==> src/sbpd_pkg.sv <==
// Shared types and constants of the start-byte packet deframer.
package sbpd_pkg;

	localparam int MSG_BYTES = 4;
	localparam int IDX_W = $clog2(MSG_BYTES);
	localparam logic [IDX_W-1:0] LAST_IDX = IDX_W'(MSG_BYTES - 1);

	localparam logic [7:0] DEF_AXIS = 8'd128;
	localparam logic [7:0] DEF_BUTTONS = 8'h00;
	localparam logic [7:0] DEF_CHECK = DEF_AXIS ^ DEF_AXIS ^ DEF_BUTTONS;
	localparam logic [7:0] MARKER_RST = 8'd64;

	typedef enum logic [0:0] {
		OP_BYTE = 1'b0,
		OP_RELEASE = 1'b1
	} op_t;

	typedef enum logic [1:0] {
		MODE_IDLE = 2'd0,
		MODE_COLLECT = 2'd1,
		MODE_READY = 2'd2
	} mode_t;

	typedef struct packed {
		op_t operation;
		logic [7:0] rx_byte;
		logic frame_error;
		logic parity_error;
	} rx_item_t;

	typedef struct packed {
		logic [7:0] x_byte;
		logic [7:0] y_byte;
		logic [7:0] button_byte;
		logic [7:0] check_byte;
		logic [MSG_BYTES-1:0] byte_error_mask;
		logic was_defaulted;
	} msg_item_t;

endpackage

==> src/start_byte_packet_deframer_core.sv <==
// Start-byte packet deframer: builds four-byte messages from received UART bytes.
//
// Input channel rx: one item per received byte (operation byte) or a release
// command (operation release) that frees a ready message and returns to idle.
// An idle block waits for the start marker byte with no parity or framing
// error, then collects x, y, buttons and check bytes. A framing error while
// collecting yields a default message flagged was_defaulted.
// Output channel msg: one item each time a message becomes ready.
// Config: cfg_we/cfg_wdata write the start marker (64 after reset); write it
// only while the block is idle.
// Pipeline: an item taken from rx is held in the input stage, and a result
// that it yields goes into the result register, which drives msg. One item
// per cycle is taken sustained unless msg is stalled with a result waiting;
// the input stage and the result register each hold one item. In that stall,
// the input stage holds and rx_stall rises as soon as that stage is occupied.
// Reset (arst_n low) returns the block to idle with an empty pipeline and the
// default start marker.
module start_byte_packet_deframer_core
	import sbpd_pkg::*;
(
	input  logic clk,
	input  logic arst_n,
	input  logic rx_valid,
	output logic rx_stall,
	input  rx_item_t rx_item,
	output logic msg_valid,
	input  logic msg_stall,
	output msg_item_t msg_item,
	input  logic cfg_we,
	input  logic [7:0] cfg_wdata
);

	rx_item_t item_s1;
	logic valid_s1;
	logic adv;
	logic fire;

	mode_t mode_q, mode_d;
	logic [IDX_W-1:0] idx_q, idx_d;
	logic [MSG_BYTES-1:0] err_mask_q, err_mask_d;
	logic [7:0] marker_q;
	logic [7:0] store_q [MSG_BYTES-1];
	logic store_we;

	logic emit;
	msg_item_t res_d;
	logic msg_valid_q;
	msg_item_t msg_item_q;

	logic is_byte;

	assign adv = !msg_valid_q || !msg_stall;
	assign fire = valid_s1 && adv;
	assign rx_stall = valid_s1 && !adv;
	assign is_byte = (item_s1.operation == OP_BYTE);

	// input stage
	always_ff @(posedge clk or negedge arst_n) begin
		if (!arst_n) begin
			valid_s1 <= 1'b0;
		end else if (!rx_stall) begin
			valid_s1 <= rx_valid;
		end
	end

	always_ff @(posedge clk) begin
		if (rx_valid && !rx_stall) begin
			item_s1 <= rx_item;
		end
	end

	always_ff @(posedge clk or negedge arst_n) begin
		if (!arst_n) begin
			marker_q <= MARKER_RST;
		end else if (cfg_we) begin
			marker_q <= cfg_wdata;
		end
	end

	// next state
	always_comb begin
		mode_d = mode_q;
		idx_d = idx_q;
		err_mask_d = err_mask_q;
		if (fire) begin
			unique case (mode_q)
				MODE_READY: begin
					if (!is_byte) begin
						mode_d = MODE_IDLE;
					end
				end
				MODE_COLLECT: begin
					if (is_byte) begin
						if (item_s1.frame_error) begin
							mode_d = MODE_READY;
							idx_d = '0;
						end else begin
							err_mask_d[idx_q] = err_mask_q[idx_q] | item_s1.parity_error;
							idx_d = idx_q + 1'b1;
							if (idx_q == LAST_IDX) begin
								mode_d = MODE_READY;
							end
						end
					end
				end
				default: begin
					// idle, and the unused code behaves as idle
					if (is_byte) begin
						if (!item_s1.frame_error && !item_s1.parity_error &&
						    item_s1.rx_byte == marker_q) begin
							mode_d = MODE_COLLECT;
							idx_d = '0;
							err_mask_d = '0;
						end else begin
							mode_d = MODE_IDLE;
						end
					end
				end
			endcase
		end
	end

	// outputs
	always_comb begin
		emit = 1'b0;
		store_we = 1'b0;
		res_d.x_byte = store_q[0];
		res_d.y_byte = store_q[1];
		res_d.button_byte = store_q[2];
		res_d.check_byte = item_s1.rx_byte;
		res_d.byte_error_mask = err_mask_q;
		res_d.byte_error_mask[LAST_IDX] = item_s1.parity_error;
		res_d.was_defaulted = 1'b0;
		unique case (mode_q)
			MODE_COLLECT: begin
				if (fire && is_byte) begin
					if (item_s1.frame_error) begin
						emit = 1'b1;
						res_d.x_byte = DEF_AXIS;
						res_d.y_byte = DEF_AXIS;
						res_d.button_byte = DEF_BUTTONS;
						res_d.check_byte = DEF_CHECK;
						res_d.byte_error_mask = err_mask_q;
						res_d.was_defaulted = 1'b1;
					end else if (idx_q == LAST_IDX) begin
						emit = 1'b1;
					end else begin
						store_we = 1'b1;
					end
				end
			end
			default: begin
				emit = 1'b0;
			end
		endcase
	end

	always_ff @(posedge clk or negedge arst_n) begin
		if (!arst_n) begin
			mode_q <= MODE_IDLE;
			idx_q <= '0;
			err_mask_q <= '0;
		end else begin
			mode_q <= mode_d;
			idx_q <= idx_d;
			err_mask_q <= err_mask_d;
		end
	end

	// the last message byte goes straight to the result, so only the first ones are kept
	for (genvar i = 0; i < MSG_BYTES - 1; i++) begin : g_store
		always_ff @(posedge clk) begin
			if (store_we && idx_q == IDX_W'(i)) begin
				store_q[i] <= item_s1.rx_byte;
			end
		end
	end

	// result register
	always_ff @(posedge clk or negedge arst_n) begin
		if (!arst_n) begin
			msg_valid_q <= 1'b0;
		end else if (adv) begin
			msg_valid_q <= emit;
		end
	end

	always_ff @(posedge clk) begin
		if (emit) begin
			msg_item_q <= res_d;
		end
	end

	assign msg_valid = msg_valid_q;
	assign msg_item = msg_item_q;

	a_emit_to_ready: assert property (@(posedge clk) disable iff (!arst_n)
		emit |=> (mode_q == MODE_READY && msg_valid))
		else $error("result emitted without entering ready");

	a_idx_only_collect: assert property (@(posedge clk) disable iff (!arst_n)
		(idx_q != '0) |-> (mode_q == MODE_COLLECT))
		else $error("byte index nonzero outside collecting");

	a_default_payload: assert property (@(posedge clk) disable iff (!arst_n)
		(msg_valid && msg_item.was_defaulted) |->
		(msg_item.x_byte == DEF_AXIS && msg_item.y_byte == DEF_AXIS &&
		 msg_item.button_byte == DEF_BUTTONS && msg_item.check_byte == DEF_CHECK))
		else $error("defaulted message carries wrong bytes");

	a_stall_needs_item: assert property (@(posedge clk) disable iff (!arst_n)
		rx_stall |-> (valid_s1 && msg_valid && msg_stall))
		else $error("input stalled without a blocked result");

	a_ready_no_emit: assert property (@(posedge clk) disable iff (!arst_n)
		(mode_q == MODE_READY) |-> !emit)
		else $error("result emitted while already ready");

endmodule
==> config.mk <==
export PLATFORM = sky130hd
export DESIGN_NAME = start_byte_packet_deframer_core
export DESIGN_NICKNAME = d
export VERILOG_FILES = /design/src/sbpd_pkg.sv /design/src/start_byte_packet_deframer_core.sv
export SDC_FILE = /design/constraint.sdc
export NUM_CORES = 1
export LEC_CHECK = 0
export BUFFER_PORTS_ARGS = -buffer_cell sky130_fd_sc_hd__clkbuf_2
export CELL_PAD_IN_SITES_DETAIL_PLACEMENT = 0
export CELL_PAD_IN_SITES_GLOBAL_PLACEMENT = 2
export CORE_UTILIZATION = 42
export CTS_CLUSTER_DIAMETER = 120
export DETAILED_ROUTE_END_ITERATION = 16
export PLACE_DENSITY = 0.85
export SLEW_MARGIN = 20
export SYNTH_ARGS = -nofsm -noshare
export SYNTH_HDL_FRONTEND = slang
export SYNTH_SLANG_ARGS = --single-unit
export TNS_END_PERCENT = 1
==> constraint.sdc <==
create_clock -name clk -period 8.5 [get_ports clk]
set_input_delay 1.275 -clock clk [delete_from_list [all_inputs] [get_ports clk]]
set_output_delay 1.275 -clock clk [all_outputs]
set_load 0.05 [all_outputs]
==> Word-level counts from Yosys, hierarchy flattened <==
Memories as Yosys holds them, arrays and structs flattened.
Cells that the tools add are included.
{ "word_totals": {"reg_bits": 66, "ramBits": 24, "inputBits": 24, "out_inout_bits": 39, "elab_cells": 104, "mem_count": 1} }
{ "op_classes": {"addsub": 1, "magnitude_cmp": 2, "n_eq_ne": 11, "muxes": 45, "bitwise": 3, "reduce_logical": 25} }
{ "memory_table": {"columns": ["memory", "words", "width", "rd", "rd_clocked_by_memory_dff", "write_ports", "line", "source"], "rows": [
  ["store_q", 3, 8, 3, 0, 1, "start_byte_packet_deframer_core.sv:42", "logic [7:0] store_q [MSG_BYTES-1];"]
]} }
{ "op_table": {"columns": ["cell", "count"], "rows": [
  ["$mux W37", 3],
  ["$mux W2", 11],
  ["$mux W1", 19],
  ["$mux W4", 4],
  ["$mux W8", 2],
  ["$reduce_or A8 Y1", 2],
  ["$logic_and A1 B1 Y1", 10],
  ["$reduce_and A5 Y1", 2],
  ["$eq A8 B8 Y1", 1],
  ["$pmux W2 S2", 2],
  ["$pmux W4 S2", 1],
  ["$eq A2 B2 Y1 const B", 3],
  ["$logic_not A1 Y1", 6],
  ["$ne A2 B2 Y1 const B", 3],
  ["$bwmux W4", 1],
  ["$eq A2 B1 Y1 const B", 2],
  ["$reduce_and A4 Y1", 1],
  ["$lt A2 B3 Y1 const B", 1],
  ["$ne A3 B3 Y1 const B", 1],
  ["$add A2 B1 Y2 const B", 1],
  ["$bmux W1 S2", 1],
  ["$demux W1 S2", 1],
  ["$ge A2 B1 Y1 const B", 1],
  ["$logic_not A2 Y1", 1],
  ["other kinds (6)", 7]
]} }

==> Depth between registers and ports, before layout <==
Gate-level depths: netlist of run 1.
{ "depth": {"word_depth": 12, "mapped_depth": 7, "ltp_nobuf": 7} }

==> Worst setup path after synthesis of run 1 <==
No wires, ideal clock.
{ "synth_timing": {"path_type": "input to register", "startpoint": "in msg_stall", "endpoint": "reg msg_item_q (netlist bit msg_item[0]), enable pin", "setup_time_ps": 431, "arrival_ps": 3148, "required_ps": 8069, "slack_ps": 4921, "cell_stages": 3, "n_path_buf": 0, "cell_sequence": "nand2_1 -> nand4b_1 -> nor2_1"} }
{ "synth_via": {"elab_chain_cells": 6} }
{ "synth_rtl": {"columns": ["element", "line", "source"], "rows": [
  ["start: declaration", "start_byte_packet_deframer_core.sv:27", "input logic msg_stall,"],
  ["$logic_not A1 Y1", "start_byte_packet_deframer_core.sv:52", "assign adv = !msg_valid_q || !msg_stall;"],
  ["$logic_or A1 B1 Y1", "start_byte_packet_deframer_core.sv:52", null],
  ["$logic_and A1 B1 Y1", "start_byte_packet_deframer_core.sv:53", "assign fire = valid_s1 && adv;"],
  ["$logic_and A1 B1 Y1", "start_byte_packet_deframer_core.sv:136", "if (fire && is_byte) begin"],
  ["$mux W1", "start_byte_packet_deframer_core.sv:136", null],
  ["$mux W1", "start_byte_packet_deframer_core.sv:134", "unique case (mode_q)"],
  ["net emit", "start_byte_packet_deframer_core.sv:45", "logic emit;"],
  ["end signal: assignment", "start_byte_packet_deframer_core.sv:190", "msg_item_q <= res_d;"],
  ["end: declaration", "start_byte_packet_deframer_core.sv:48", "msg_item_t msg_item_q;"]
]} }
The timed path passes the listed nets, and every way through them passes these cells.
A chain may end at the register's enable or synchronous reset.

==> Final worst setup path of run 1 <==
{ "layout_timing": {"startpoint": "in msg_stall", "endpoint": "out rx_stall"} }
{ "layout_via": {"elab_chain_cells": 4} }
{ "layout_rtl": {"columns": ["element", "line", "source"], "rows": [
  ["$logic_not A1 Y1", "start_byte_packet_deframer_core.sv:52", null],
  ["$logic_or A1 B1 Y1", "start_byte_packet_deframer_core.sv:52", null],
  ["$logic_not A1 Y1", "start_byte_packet_deframer_core.sv:54", "assign rx_stall = valid_s1 && !adv;"],
  ["$logic_and A1 B1 Y1", "start_byte_packet_deframer_core.sv:54", null],
  ["end: declaration", "start_byte_packet_deframer_core.sv:24", "output logic rx_stall,"]
]} }
No other way between the ends.

==> flow_metrics.tcl, run 1 <==
set metrics [dict create \
    die_area_um2 8589 \
    ctsHoldBuffers 0 \
    crit_chain "clkbuf_2 > nand3_1 > inv_1 > clkbuf_2" \
    min_path_type "reg2reg" \
    final_common_cell "edfxtp_1" \
    ant_nets 0 \
    combPwrFrac 0.061 \
    synthCells 216 \
    via_per_inst 4.543 \
    ys_seq_area_frac 0.7569 \
    grt_usage 0.1368 \
    clock-root-buffer "clkbuf_8" \
    fmax_ghz 0.3266 \
    overflow 0 \
    mostFrequentLayoutCells "edfxtp_1, clkbuf_2, and2_1" \
    cp_top_family "buffers and inverters" \
    critPathMaxFanout 3 \
    max_slew_margin 0.3479 \
    layoutNonFillerInstCount 392 \
    antenna_cells 0 \
    vdd_drop_max_mv 0.1069 \
    cts_buffer_depth 2 \
    endpoint_kind "primary output" \
    nNetsFinal 315 \
    vias 1781 \
    synth-edff-count 72 \
    ys.flop_type "edfxtp_1" \
    cap_violations 0 \
    period_minus_slack_ps 3062 \
    io_buffers 62 \
    syn_nets 246 \
    clock_sinks 90 \
    path_clk_slew_ps 90 \
    dp_hpwl_mm 3.600 \
    postSynth.asyncResetShare 0.2000 \
    grt_pass1_vias 1744 \
    p_per_area_nw_per_um2 208.8 \
    critPathRequiredTime_ps 7220 \
    cpPeakStageDelay_ps 260 \
    antenna_found_initial 0 \
    whs_path_depth 1 \
    clock_latency_ps 350 \
    cp_slowest_cell "clkbuf_2" \
    syn_area_um2 3453 \
    skew_ps 12.56 \
    synth_top_cell_by_area "edfxtp_1" \
    numCtsBuffers 9 \
    clockPowerShare 0.345 \
    power_frac_seq 0.594 \
    cp_data_arrival_time_ps 1790 \
    ys_types 31 \
    switchingPower_mw 0.1933 \
    cp_num_buf_inv 3 \
    tns_ps 0 \
    grt_pass1_wl_mm 8.528 \
    die_y_um 92.68 \
    dpl.cell_count 376 \
    routedWlPerCell_um 13.29 \
    num_io_pins 63 \
    fin_crit_sh 0.3602 \
    hold_violations 0 \
    crit_cells 4 \
    cp_common_cell "clkbuf_2" \
    finalSetupViolCount 0 \
    yosys_register_bits 90 \
    post_cts_buffers 0 \
    netlist.area_leader.share 0.6261 \
    drtIter0Drc 63 \
    cts_resized 0 \
    drtPass1Iterations 4 \
    cp-start-kind "input pin" \
    start_util 0.4401 \
    drc 0 \
    rsz0062_at_grt "no" \
    synth_warnings 0 \
    worst-setup-path-type "in2out" \
    drive_above_1_share 0.3276 \
    synth_area_leaders "edfxtp_1, dfrtp_1, and2_1" \
    core_um2 7848 \
    avgSynthCellArea_um2 15.99 \
    die-width_um 92.68 \
    grt_max_degree 38 \
    area_growth_pct 18.41 \
    status "completed" \
    p_leak_nw 1.619 \
    rr_worst_depth 6 \
    final_max_slew_viol_count 0 \
    cts_tree "yes" \
    cts.htree.levels 3 \
    sw_frac_of_total 0.2264 \
    gp_congestion 0.7457 \
    finalWirelength_mm 5.211 \
    worstMarginPinSlew_ps 975.9 \
    intPower_mw 0.6605 \
    rows 32 \
]
metal layers:
| metal | up-vias | track usage | routed length (um) |
|---|---|---|---|
| met5 | - | 0 | 0 |
| met1 | 814 | 0.1874 | 2505 |
| met3 | 5 | 0.03859 | 305 |
| met2 | 57 | 0.2037 | 2336 |
| li1 | 905 | - | - |
| met4 | 0 | 0.06154 | 64 |
worst paths after layout:
check	start	endpoint	slack, ps
max in group asynchronous	arst_n	marker_q[6]$_DFFE_PN1P_	7290
setup / recovery	msg_stall	rx_stall	5440
min in group asynchronous	arst_n	mode_q[1]$_DFFE_PN0P_	860
hold reg to reg	store_q[0][11]$_DFFE_PP_	msg_item[24]$_DFFE_PP_	520
hold / removal	store_q[0][11]$_DFFE_PP_	msg_item[24]$_DFFE_PP_	520
setup reg to reg	mode_q[1]$_DFFE_PN0P_	msg_item[4]$_DFFE_PP_	6140
synthesized netlist by cell type, types with 2 or more instances:
library cell	number
clkbuf_1	4
ha_1	6
a21oi_1	5
and2b_2	2
o21ai_0	9
nand2b_1	3
dfrtp_1	17
xnor2_1	5
edfxtp_1	72
and3b_1	3
or2b_1	2
nor2_1	7
nand2_1	11
and2_1	33
nand3_1	4
inv_1	11
mux2_2	8
cell families after synthesis:
| group | after synthesis | share of synthesized area |
|---|---|---|
| flip-flops | 90 | 0.7569 |
| XOR/XNOR | 6 | 0.01522 |
| AND/OR/NAND/NOR | 70 | 0.1196 |
| multiplexers | 11 | 0.03985 |
| buffers and inverters | 15 | 0.01630 |
| adder cells (fa/ha/maj) | 6 | 0.02174 |
| AO/OA/AOI/OAI | 18 | 0.03043 |
power groups by stage:
stage	clock network, mW	registers [mW]	logic (mW)
after CTS	0.304	0.507	0.0532
after global routing	0.320	0.510	0.0597
after detailed placement	0	0.517	0.0527
after floorplan	0	0.512	0.0382
final	0.295	0.507	0.0520
after global placement	0	0.517	0.0521
worst reg2reg max path, delay by kind of cell, from the launching register on:
family	cells	cell delay (ps)
buffers and inverters	2	190
multiplexers	1	470
flip-flops	1	400
AND/OR/NAND/NOR	2	750
adder cells (fa/ha/maj)	1	320
state kept, by name, indices dropped and copies added (netlist names), 2 cells and up:
signal / cells
item_s1: 11
marker_q: 8
store_q: 24
mode_q: 2
err_mask_q: 4
msg_item: 37
idx_q: 2
metrics by stage:
step	setup WS [ps]	utilization	power [mW]	cell area, um^2	hold WS (ps)
floorplan	4921	-	0.5498	3453	456.0
global placement	5434	0.4949	0.5692	3884	499.8
detailed placement	5388	0.4949	0.5700	3884	492.5
CTS	5430	0.5210	0.8644	4089	516.9
global route	5392	0.5210	0.8898	4089	540.8
finish	5438	0.5210	0.8538	4089	520.1
final cells by class:
cell class	instances	area, um^2
clock buffers	9	123.9
clock inverters	7	81.33
fillers	675	3759
inverters	11	41.29
multi-input cells	111	790.8
flip-flops and latches	90	2614
well taps	102	127.6
repair buffers	62	310.3
No activity file was read; power rests on OpenSTA's default activity.
==> run 2, diff against run 1 <==
CORE_UTILIZATION = 39   (was 42)
PLACE_DENSITY = 0.8   (was 0.85)
clock period = 2.9 ns   (was 8.5 ns; I/O delays follow)
==> run 2 against run 1 <==
Compared with the run above:
- wire length is 5.4% higher
- die area is 7.5% higher
- clock-buffer cell count stayed put
- worst setup slack worse by 4600 ps
- total power grew to 2.9 times the previous value
- final area is 0.18% higher
- first-iteration DRC count is 43% higher
- register-to-register slack worse by 5300 ps
- sequential share of layout area is 0.12 points lower
- final cell count is 1.3% higher
- highest routed layer unchanged
==> flow_metrics.tcl, run 2 (same netlist as run 1, synthesis figures left out) <==
set metrics [dict create \
    critPathRequiredTime_ps 3010 \
    max_slew_margin 0.6720 \
    largest_reg_flops 37 \
    clock_latency_ps 360 \
    sw_frac_of_total 0.2439 \
    intPower_mw 1.864 \
    cap_violations 0 \
    cp-start-kind "flip-flop" \
    status "completed" \
    vdd_drop_max_mv 0.3167 \
    num_io_pins 63 \
    crit_start "mode_q[1]$_DFFE_PN0P_" \
    post_cts_buffers 0 \
    drive_above_1_share 0.3322 \
    rr_endpoint "msg_item[17]$_DFFE_PP_" \
    nNetsFinal 317 \
    die-width_um 96.10 \
    finalSetupViolCount 0 \
    hold_violations 0 \
    start_util 0.4120 \
    clock-root-buffer "clkbuf_8" \
    die_area_um2 9235 \
    ant_nets 0 \
    numCtsBuffers 9 \
    grt_max_degree 38 \
    rr_worst_depth 7 \
    worst-setup-path-type "reg2reg" \
    combPwrFrac 0.064 \
    grt_usage 0.1357 \
    drtPass1Iterations 4 \
    grt_pass1_vias 1753 \
    fmax_ghz 0.4797 \
    drc 0 \
    mostFrequentLayoutCells "edfxtp_1, clkbuf_2, and2_1" \
    via_per_inst 4.637 \
    p_leak_nw 1.625 \
    critPathMaxFanout 22 \
    pre_cts_slack_ps 833.7 \
    worstMarginPinSlew_ps 492.0 \
    dp_hpwl_mm 4.029 \
    overflow 0 \
    cts.htree.levels 3 \
    core_um2 8382 \
    endpoint_kind "flip-flop" \
    r2r_start "mode_q[1]$_DFFE_PN0P_" \
    fin_ws_ps 815.5 \
    gp_congestion 0.7582 \
    layoutNonFillerInstCount 397 \
    drtIter0Drc 90 \
    die_y_um 96.10 \
    antenna_found_initial 0 \
    rows 33 \
    timing.hold.ws_ps 21.78 \
    clockPowerShare 0.333 \
    clock_sinks 90 \
    grt_pass1_wl_mm 8.956 \
    cp_data_arrival_time_ps 2200 \
    p_per_area_nw_per_um2 601.8 \
    vias 1841 \
    period_minus_slack_ps 2084 \
    finalWirelength_mm 5.494 \
    final_max_slew_viol_count 0 \
    routedWlPerCell_um 13.84 \
    antenna_cells 0 \
    path_clk_slew_ps 90 \
    cts_tree "yes" \
    skew_ps 11.00 \
    min_path_type "in2async" \
    final_common_cell "edfxtp_1" \
    io_buffers 62 \
    power_frac_seq 0.603 \
    tns_ps 0 \
    ctsHoldBuffers 0 \
    cts_resized 0 \
    dpl.cell_count 381 \
    r2r_slack_ps 820 \
    crit_end "msg_item[17]$_DFFE_PP_" \
    area_growth_pct 18.62 \
    fin_crit_sh 0.7188 \
    switchingPower_mw 0.6012 \
    cts_buffer_depth 2 \
    rsz0062_at_grt "no" \
]
## run 2: changes by cell type in the layout (fill, tap and decap cells not counted)
cell       change
inv_6          -3
bufinv_16      -1
inv_8          +4
buf_4          +2
## run 2: critical path: stages (launching register included)
cell	delay [ps]
dfrtp_1	410
inv_1	60
ha_1	310
nand4b_1	270
inv_1	130
nand2_1	210
buf_4	270
and2_1	170
## run 2: worst min path at each step
stage	to	cells past startpoint
final	mode_q[0]$_DFFE_PN0P_	1
after CTS	idx_q[0]$_DFFE_PN0P_	1
after detailed placement	idx_q[1]$_DFFE_PN0P_	1
after floorplan	err_mask_q[0]$_DFFE_PN0P_	0
after global routing	mode_q[0]$_DFFE_PN0P_	1
after global placement	mode_q[0]$_DFFE_PN0P_	1
## run 2: power by group through the flow
| stage | Clock (mW) | Combinational [mW] | Sequential, mW |
|---|---|---|---|
| after detailed placement | 0 | 0.160 | 1.52 |
| after floorplan | 0 | 0.112 | 1.50 |
| after global placement | 0 | 0.159 | 1.52 |
| after global routing | 0.893 | 0.178 | 1.49 |
| final | 0.821 | 0.158 | 1.49 |
| after CTS | 0.846 | 0.161 | 1.49 |
## run 2: routing by layer
metal	vias to the layer above	wire (um)	GRT usage
li1	912	-	-
met1	861	2730	0.1912
met2	58	2338	0.1909
met3	10	307	0.03318
met4	0	116	0.07836
met5	-	0	0
## run 2: stage by stage
stage / utilization / instance area [um^2] / power (mW)
2_1_floorplan: - / 3456 / 1.612
3_3_place_gp: 0.4656 / 3902 / 1.675
3_5_place_dp: 0.4656 / 3902 / 1.677
4_1_cts: 0.4887 / 4096 / 2.495
5_1_grt: 0.4887 / 4096 / 2.567
6_report: 0.4887 / 4096 / 2.465
## run 2: cell type report
cell class / instances / area, um^2
sequential: 90 / 2614
tap: 105 / 131.4
fill: 764 / 4285
timing repair buffer: 64 / 325.3
inverter: 11 / 41.29
clock buffer: 9 / 123.9
clock inverter: 7 / 70.07
multi-input combinational: 111 / 790.8
